===== src/rtl/core/rsob_pkg.sv =====
// rsob_pkg: widths, pipeline depth and control types of the source-over blender
package rsob_pkg;

  // channel precision, all-ones code stands for 1.0
  localparam int CB    = 8;
  localparam int FULL  = (1 << CB) - 1;

  // product widths through the datapath
  localparam int PW    = 2 * CB;      // weight products and output alpha in FULL^2 units
  localparam int TW    = 3 * CB;      // numerator terms
  localparam int NW    = TW + 1;      // doubled numerator plus rounding term
  localparam int DW    = PW + 1;      // doubled divisor
  localparam int QW    = CB + 1;      // quotient bits before clamping

  // three arithmetic stages, then one restoring step per quotient bit
  localparam int NSTG  = 3 + QW;

  // red, green, blue, alpha
  localparam int NLANE = 4;
  localparam int LANE_ALPHA = 3;

  // divisor of the alpha lane: FULL^2
  localparam logic [PW-1:0] ALPHA_DIV = PW'(FULL * FULL);

  // per-stage control that travels alongside the lane payload
  typedef struct packed {
    logic vld;   // stage holds a transaction
    logic byp;   // transparent foreground, background passes through
  } ctl_t;

endpackage


===== src/rtl/core/rsob_front.sv =====
// rsob_front: shared alpha weights and output alpha in FULL^2 units
module rsob_front import rsob_pkg::*; (
  input  logic          clk,
  input  logic [1:0]    en,
  input  logic [CB-1:0] fa,
  input  logic [CB-1:0] ba,
  output logic [PW-1:0] bainv,
  output logic [PW-1:0] den
);

  logic [PW-1:0] fa_full;

  // stage 1: fa*FULL as shift and subtract, ba*(FULL-fa) on the multiplier
  always_ff @(posedge clk) begin
    if (en[0]) begin
      fa_full <= {fa, {CB{1'b0}}} - PW'(fa);
      bainv   <= PW'(ba) * PW'(CB'(FULL) - fa);
    end
  end

  // stage 2: combined alpha, never above FULL^2
  always_ff @(posedge clk) begin
    if (en[1]) begin
      den <= fa_full + bainv;
    end
  end

endmodule


===== src/rtl/core/rsob_lane.sv =====
// rsob_lane: one channel, weighted numerator and a pipelined rounding divider
module rsob_lane import rsob_pkg::*; (
  input  logic            clk,
  input  logic [NSTG-1:0] en,
  input  logic [CB-1:0]   fa,
  input  logic [CB-1:0]   fc,
  input  logic [CB-1:0]   bc,
  input  logic [CB-1:0]   pass_in,
  input  logic [PW-1:0]   bainv,
  input  logic [PW-1:0]   div,
  output logic [QW-1:0]   quo,
  output logic [CB-1:0]   pass_out
);

  logic [PW-1:0] fafc;
  logic [CB-1:0] bc1;
  logic [CB-1:0] pass1;
  logic [TW-1:0] t1;
  logic [TW-1:0] t2;
  logic [CB-1:0] pass2;
  logic [TW-1:0] num;

  logic [NW-1:0] rem  [QW];
  logic [DW-1:0] dv   [QW];
  logic [QW-1:0] q    [QW+1];
  logic [CB-1:0] ps   [QW+1];

  // stage 1: foreground weight times color
  always_ff @(posedge clk) begin
    if (en[0]) begin
      fafc  <= PW'(fa) * PW'(fc);
      bc1   <= bc;
      pass1 <= pass_in;
    end
  end

  // stage 2: scale foreground term by FULL, background weight times color
  always_ff @(posedge clk) begin
    if (en[1]) begin
      t1    <= {fafc, {CB{1'b0}}} - TW'(fafc);
      t2    <= TW'(bainv) * TW'(bc1);
      pass2 <= pass1;
    end
  end

  // stage 3: round to nearest as (2*num + div) / (2*div)
  assign num = t1 + t2;

  always_ff @(posedge clk) begin
    if (en[2]) begin
      rem[0] <= {num, 1'b0} + NW'(div);
      dv[0]  <= {div, 1'b0};
      q[0]   <= '0;
      ps[0]  <= pass2;
    end
  end

  // restoring division, one quotient bit per stage, msb first
  for (genvar j = 0; j < QW; j++) begin : g_step
    localparam int K = QW - 1 - j;
    logic [NW-1:0] dsh;
    logic          ge;

    assign dsh = NW'(dv[j]) << K;
    assign ge  = rem[j] >= dsh;

    always_ff @(posedge clk) begin
      if (en[3+j]) begin
        q[j+1]  <= {q[j][QW-2:0], ge};
        ps[j+1] <= ps[j];
      end
    end

    if (j < QW - 1) begin : g_carry
      always_ff @(posedge clk) begin
        if (en[3+j]) begin
          rem[j+1] <= ge ? rem[j] - dsh : rem[j];
          dv[j+1]  <= dv[j];
        end
      end
    end
  end

  assign quo      = q[QW];
  assign pass_out = ps[QW];

endmodule


===== src/rtl/core/rsob_merge.sv =====
// rsob_merge: clamps lane quotients, selects pass-through, drives the output register
module rsob_merge import rsob_pkg::*; (
  input  logic                  clk,
  input  logic                  rst,
  input  ctl_t                  ctl,
  input  logic [QW-1:0]         quo  [NLANE],
  input  logic [CB-1:0]         pass [NLANE],
  input  logic                  m_tready,
  output logic                  adv,
  output logic                  m_tvalid,
  output logic [NLANE*CB-1:0]   m_tdata
);

  logic [NLANE*CB-1:0] data_next;

  // output register takes a new transaction when empty or being drained
  assign adv = !m_tvalid || m_tready;

  // clamp each quotient, transparent foreground keeps the background pixel
  always_comb begin
    for (int i = 0; i < NLANE; i++) begin
      if (ctl.byp) begin
        data_next[i*CB +: CB] = pass[i];
      end else if (quo[i] > QW'(FULL)) begin
        data_next[i*CB +: CB] = CB'(FULL);
      end else begin
        data_next[i*CB +: CB] = quo[i][CB-1:0];
      end
    end
  end

  always_ff @(posedge clk) begin
    if (rst) begin
      m_tvalid <= 1'b0;
    end else if (adv) begin
      m_tvalid <= ctl.vld;
    end
  end

  always_ff @(posedge clk) begin
    if (adv && ctl.vld) begin
      m_tdata <= data_next;
    end
  end

`ifndef NO_ASSERTIONS
  a_load_valid: assert property (@(posedge clk) disable iff (rst)
    adv && ctl.vld |=> m_tvalid)
    else $error("finished transaction not presented");

  a_load_empty: assert property (@(posedge clk) disable iff (rst)
    adv && !ctl.vld |=> !m_tvalid)
    else $error("output valid without a finished transaction");
`endif

endmodule


===== src/rtl/core/rgba_source_over_blend.sv =====
// An accepted transaction reaches m_tvalid through 3 multiply/sum stages,
// 9 restoring divider steps and 1 output register.
// Throughput: one pixel pair per cycle; stalls collapse bubbles stage by stage,
// so input is taken while a result waits as long as any stage is empty.
// Reset: synchronous, clears the stage control bits (valid, bypass) and m_tvalid only.
// Four lanes (red, green, blue, alpha) share the alpha weights of one front unit.
module rgba_source_over_blend import rsob_pkg::*; (
  input  logic                clk,
  input  logic                rst,
  input  logic                s_tvalid,
  output logic                s_tready,
  // fg_red, fg_green, fg_blue, fg_alpha, bg_red, bg_green, bg_blue, bg_alpha
  input  logic [8*CB-1:0]     s_tdata,
  output logic                m_tvalid,
  input  logic                m_tready,
  // out_red, out_green, out_blue, out_alpha
  output logic [NLANE*CB-1:0] m_tdata
);

  logic [CB-1:0]   fc    [NLANE];
  logic [CB-1:0]   bc    [NLANE];
  logic [CB-1:0]   pin   [NLANE];
  logic [PW-1:0]   dvin  [NLANE];
  logic [QW-1:0]   quo   [NLANE];
  logic [CB-1:0]   pout  [NLANE];
  logic [CB-1:0]   fa;
  logic [CB-1:0]   ba;
  logic [PW-1:0]   bainv;
  logic [PW-1:0]   den;
  logic [NSTG:0]   en;
  logic            adv;
  ctl_t            ctl   [NSTG];

  assign fa = s_tdata[3*CB +: CB];
  assign ba = s_tdata[7*CB +: CB];

  // lane operands: color lanes divide by the combined alpha,
  // the alpha lane sees full colors and divides by FULL^2
  always_comb begin
    for (int i = 0; i < NLANE; i++) begin
      if (i == LANE_ALPHA) begin
        fc[i]   = CB'(FULL);
        bc[i]   = CB'(FULL);
        pin[i]  = ba;
        dvin[i] = ALPHA_DIV;
      end else begin
        fc[i]   = s_tdata[i*CB +: CB];
        bc[i]   = s_tdata[(4+i)*CB +: CB];
        pin[i]  = s_tdata[(4+i)*CB +: CB];
        dvin[i] = den;
      end
    end
  end

  // stage enables: a stage moves when empty or when the next one moves
  assign en[NSTG] = adv;
  for (genvar i = 0; i < NSTG; i++) begin : g_en
    assign en[i] = !ctl[i].vld || en[i+1];
  end

  assign s_tready = en[0];

  // control pipeline alongside the lanes
  for (genvar i = 0; i < NSTG; i++) begin : g_ctl
    if (i == 0) begin : g_head
      always_ff @(posedge clk) begin
        if (rst) begin
          ctl[0] <= '0;
        end else if (en[0]) begin
          ctl[0] <= '{vld: s_tvalid, byp: (fa == '0)};
        end
      end
    end else begin : g_tail
      always_ff @(posedge clk) begin
        if (rst) begin
          ctl[i] <= '0;
        end else if (en[i]) begin
          ctl[i] <= ctl[i-1];
        end
      end
    end
  end

  rsob_front u_front (
    .clk   (clk),
    .en    (en[1:0]),
    .fa    (fa),
    .ba    (ba),
    .bainv (bainv),
    .den   (den)
  );

  for (genvar i = 0; i < NLANE; i++) begin : g_lane
    rsob_lane u_lane (
      .clk      (clk),
      .en       (en[NSTG-1:0]),
      .fa       (fa),
      .fc       (fc[i]),
      .bc       (bc[i]),
      .pass_in  (pin[i]),
      .bainv    (bainv),
      .div      (dvin[i]),
      .quo      (quo[i]),
      .pass_out (pout[i])
    );
  end

  rsob_merge u_merge (
    .clk      (clk),
    .rst      (rst),
    .ctl      (ctl[NSTG-1]),
    .quo      (quo),
    .pass     (pout),
    .m_tready (m_tready),
    .adv      (adv),
    .m_tvalid (m_tvalid),
    .m_tdata  (m_tdata)
  );

`ifndef NO_ASSERTIONS
  a_accept_enters: assert property (@(posedge clk) disable iff (rst)
    s_tvalid && s_tready |=> ctl[0].vld)
    else $error("accepted transaction lost at pipeline entry");

  a_bubble_ready: assert property (@(posedge clk) disable iff (rst)
    !ctl[0].vld |-> s_tready)
    else $error("input stalled although first stage is empty");

  a_stall_holds: assert property (@(posedge clk) disable iff (rst)
    ctl[NSTG-1].vld && !adv |=> ctl[NSTG-1].vld && $stable(ctl[NSTG-1].byp))
    else $error("last stage dropped a stalled transaction");
`endif

endmodule


===== config.mk =====
export PLATFORM = sky130hd
export DESIGN_NAME = rgba_source_over_blend
export DESIGN_NICKNAME = d
export VERILOG_FILES = /design/src/rtl/core/rsob_pkg.sv /design/src/rtl/core/rsob_front.sv /design/src/rtl/core/rsob_lane.sv /design/src/rtl/core/rsob_merge.sv /design/src/rtl/core/rgba_source_over_blend.sv
export SDC_FILE = /design/constraint.sdc
export NUM_CORES = 2
export LEC_CHECK = 0
export BUFFER_PORTS_ARGS = -buffer_cell sky130_fd_sc_hd__buf_2
export CORE_MARGIN = 2
export CORE_UTILIZATION = 60
export CTS_BUF_LIST = sky130_fd_sc_hd__clkbuf_2 sky130_fd_sc_hd__clkbuf_4 sky130_fd_sc_hd__clkbuf_8
export CTS_CLUSTER_DIAMETER = 80
export DETAILED_ROUTE_END_ITERATION = 7
export GPL_ROUTABILITY_DRIVEN = 0
export GPL_TIMING_DRIVEN = 1
export PLACE_DENSITY = 0.8
export SLEW_MARGIN = 10
export SYNTH_ARGS = -nofsm -noshare
export SYNTH_HDL_FRONTEND = slang
export SYNTH_SLANG_ARGS = --single-unit

===== constraint.sdc =====
create_clock -name clk -period 17.2 [get_ports clk]
set_clock_uncertainty 0.05 [all_clocks]
set_input_delay 0.86 -clock clk [delete_from_list [all_inputs] [get_ports clk]]
set_output_delay 0.86 -clock clk [all_outputs]
set_load 0.05 [all_outputs]

==> flow_metrics.py <==
metrics = {
    "route": {
        "top_layer": "met5",
        "ant_nets": 0,
        "met1_length_um": 105000,
        "drt-wirelength-per-cell_um": 20.3,
        "drc": 1,
        "firstDrtPassIters": 8,
        "vias": 80200,
        "drt_wl_total_um": 276000,
        "wl_met3_um": 20400,
        "vias_per_cell": 5.89,
        "dr_wl_met2_um": 133000,
        "drt_iter0_drc": 7242,
    },
    "clock_network": {
        "cts.sinks": 1931,
        "clk_pin_slew_ps": 50,
        "clockBufferDepth": 4,
        "cts_made_buffers": 321,
        "cts_root_buffer": "clkbuf_8",
        "clk_latency_ps": 1060,
        "cts_tree": "done",
        "htreeDepth": 5,
    },
    "synthesis": {
        "syn_area_um2": 121000,
        "yosys_warnings": 0,
        "synth_seq_cells": 1931,
        "synth_top_flop_cell": "edfxtp_1",
        "ys_types": 106,
        "synth_edf_count": 1930,
        "async_flop_share": 0,
        "ys_seq_area_frac": 0.481,
        "synth_top_cell_area_share": 0.481,
        "avgSynthCellArea_um2": 11.6,
        "yosys.area.top_type": "edfxtp_1",
        "syn_nets": 12000,
        "syn-instance-count": 10400,
        "yosys-top-cells-area": "edfxtp_1 48%, ha_1 10%, fa_1 8.8%",
    },
    "finish": {
        "num-nets-final": 12300,
        "mostFrequentLayoutCells": "1,930 x edfxtp_1, 1,082 x inv_1, 990 x ha_1",
        "fin_cells": 13600,
        "final_common_cell": "edfxtp_1",
        "area.growth.synth_to_final_pct": 8.60,
        "drive_above_1_share": 0.0822,
    },
    "global_route": {
        "grt_pass1_wl_um": 436000,
        "antenna_found_initial": 12,
        "grt_pass1_vias": 82100,
        "grtUsageTotal": 0.271,
        "grt_overflow": 0,
        "grt_max_degree": 94,
    },
    "timing": {
        "hold_viol": 0,
        "fin_hold_ws_ps": 139,
        "finalCritPeriodShare": 0.400,
        "max_freq_mhz": 145,
        "relSlewSlack": 0.178,
        "setup-violations-final": 0,
        "fin_tns_setup_ps": 0,
        "tightest_slew_ps": 1220,
        "finalMaxSlewViolations": 0,
        "rsz0062_at_grt": "no",
        "period_needed_ps": 6880,
    },
    "floorplan": {
        "initial_core_util": 0.604,
        "fp.coreArea_um2": 200000,
        "boundaryPins": 102,
        "die_area_um2": 205000,
        "std_cell_rows": 164,
        "die_x_um": 452,
        "die_h_um": 452,
    },
    "critical_path": {
        "path_delay_family": "simple AND/OR/NAND/NOR gates",
        "path_max_fanout": 91,
        "critPathArrivalTime_ps": 5970,
        "critical_path.startpoint_type": "input pin",
        "cp_num_buf_inv": 5,
        "cp_slowest_cell": "nand3_4",
        "required_ps": 16290,
        "slowest_delay_ps": 580,
        "crit_type": "in -> out",
        "cp_cell_sequence": "dlygate4sd3_1, buf_2, nor2b_1, and2_0, and3_1, and2_1, inv_6, nor2_1, and2_1, nand3_4, nor2_1, inv_4, buf_2",
        "critPathCaptureType": "output pin",
    },
    "outcome": {
        "violations": "DRC",
        "outcome": "finished with violations",
    },
    "hold_path": {
        "worst_hold_path_type": "in -> reg",
    },
    "placement": {
        "dp_hpwl_um": 210000,
        "placedCellCount": 13000,
        "portBuffers": 101,
    },
    "flow_run": {
        "drv_cap": 0,
    },
}
[kinds of logic (layout without fill, tap and decap cells)]
kind of cell / Yosys count / count (layout) / share of synthesized area
AND/OR/NAND/NOR: 2941 / 2941 / 0.124
adder cells (fa/ha/maj): 1518 / 1518 / 0.190
AO/OA/AOI/OAI: 1760 / 1760 / 0.0915
XOR/XNOR: 809 / 809 / 0.0589
other: 0 / 4 / 0
buffers and inverters: 1271 / 1831 / 0.0397
flip-flops: 1931 / 1931 / 0.481
multiplexers: 165 / 165 / 0.0151
[cell usage after synthesis (19+ instances only)]
master	n
a211oi_1	49
a21boi_0	85
a21o_1	191
a21oi_1	509
a31o_2	19
a31oi_1	52
and2_1	460
and3_1	55
clkbuf_1	147
edfxtp_1	1930
fa_1	528
ha_1	990
inv_1	1089
mux2_2	131
mux2i_1	32
nand2_1	774
nand2b_1	123
nand3_1	149
nand3b_1	29
nand4_1	83
nor2_1	592
nor2b_1	164
nor3_1	189
nor3b_1	25
nor4_1	85
nor4b_1	22
o2111ai_1	20
o211ai_1	22
o21a_1	79
o21ai_0	432
o21ai_1	45
o21bai_1	43
o31ai_1	54
or2_2	36
or3_1	70
or4_1	22
xnor2_1	535
xor2_1	272
[worst reg2reg max path: stages, from the launching register on]
cell and delay [ps]:
dfxtp_1 320, nor2b_1 280, and2_0 400, and3_1 400, and2_1 400, inv_6 340, nor2_1 480, and2_1 480
nand3_4 590, nor2_1 540, inv_4 250, buf_4 410, buf_4 450
[stage by stage]
stage	cell area (um^2)	setup slack [ps]	utilization
2_1_floorplan	121000	2080	-
3_3_place_gp	124000	11080	0.622
3_5_place_dp	124000	10820	0.622
4_1_cts	131000	10270	0.656
5_1_grt	131000	9950	0.656
6_report	131000	10320	0.656
[worst paths after layout]
check	slack, ps	depth (start not counted)	end	from
setup / recovery	10320	13	s_tready	m_tready
hold / removal	140	1	g_lane[3].u_lane.pass1[7]	s_tdata[63]
setup reg to reg	11320	12	g_lane[0].u_lane.fafc[14]	u_merge.m_tvalid
hold reg to reg	350	0	g_lane[1].u_lane.ps[1][4]	g_lane[1].u_lane.ps[0][4]
[area by class of cell]
type / instances / area, um^2
fill: 14000 / 68700
sequential: 1931 / 58000
multi-input combinational: 7193 / 57900
clock buffer: 402 / 5060
inverter: 1099 / 4150
tap: 2656 / 3320
clock inverter: 148 / 1350
timing repair buffer: 182 / 1180
antenna: 4 / 10.0
[state kept, by name (all words and copies together), names as in the netlist]
name                 cells
u_front.fa_full         16
g_lane.u_lane.t1        96
ctl                     24
g_lane.u_lane.t2        96
u_front.den             16
g_lane.u_lane.ps       320
g_lane.u_lane.bc1       24
u_front.bainv           16
g_lane.u_lane.q        180
g_lane.u_lane.pass2     32
u_merge.m_tvalid         1
g_lane.u_lane.dv       135
g_lane.u_lane.fafc      62
u_merge.m_tdata         32
g_lane.u_lane.pass1      8
g_lane.u_lane.rem      873
[routing by layer]
layer	global-route usage	up-vias
li1	-	37500
met1	0.324	38500
met2	0.456	3311
met3	0.0519	876
met4	0.161	6
met5	0	-
[repair_timing]
item | CTS | global route
endpoints found under the hold margin | 25 | 0
gates resized for setup | 0 | 0
hold buffers | 25 | 0
setup buffers | 0 | 0
Power is left out: the tool's default activity adds up to more than one toggle a clock period on the data nets, which glitch-free logic cannot reach.
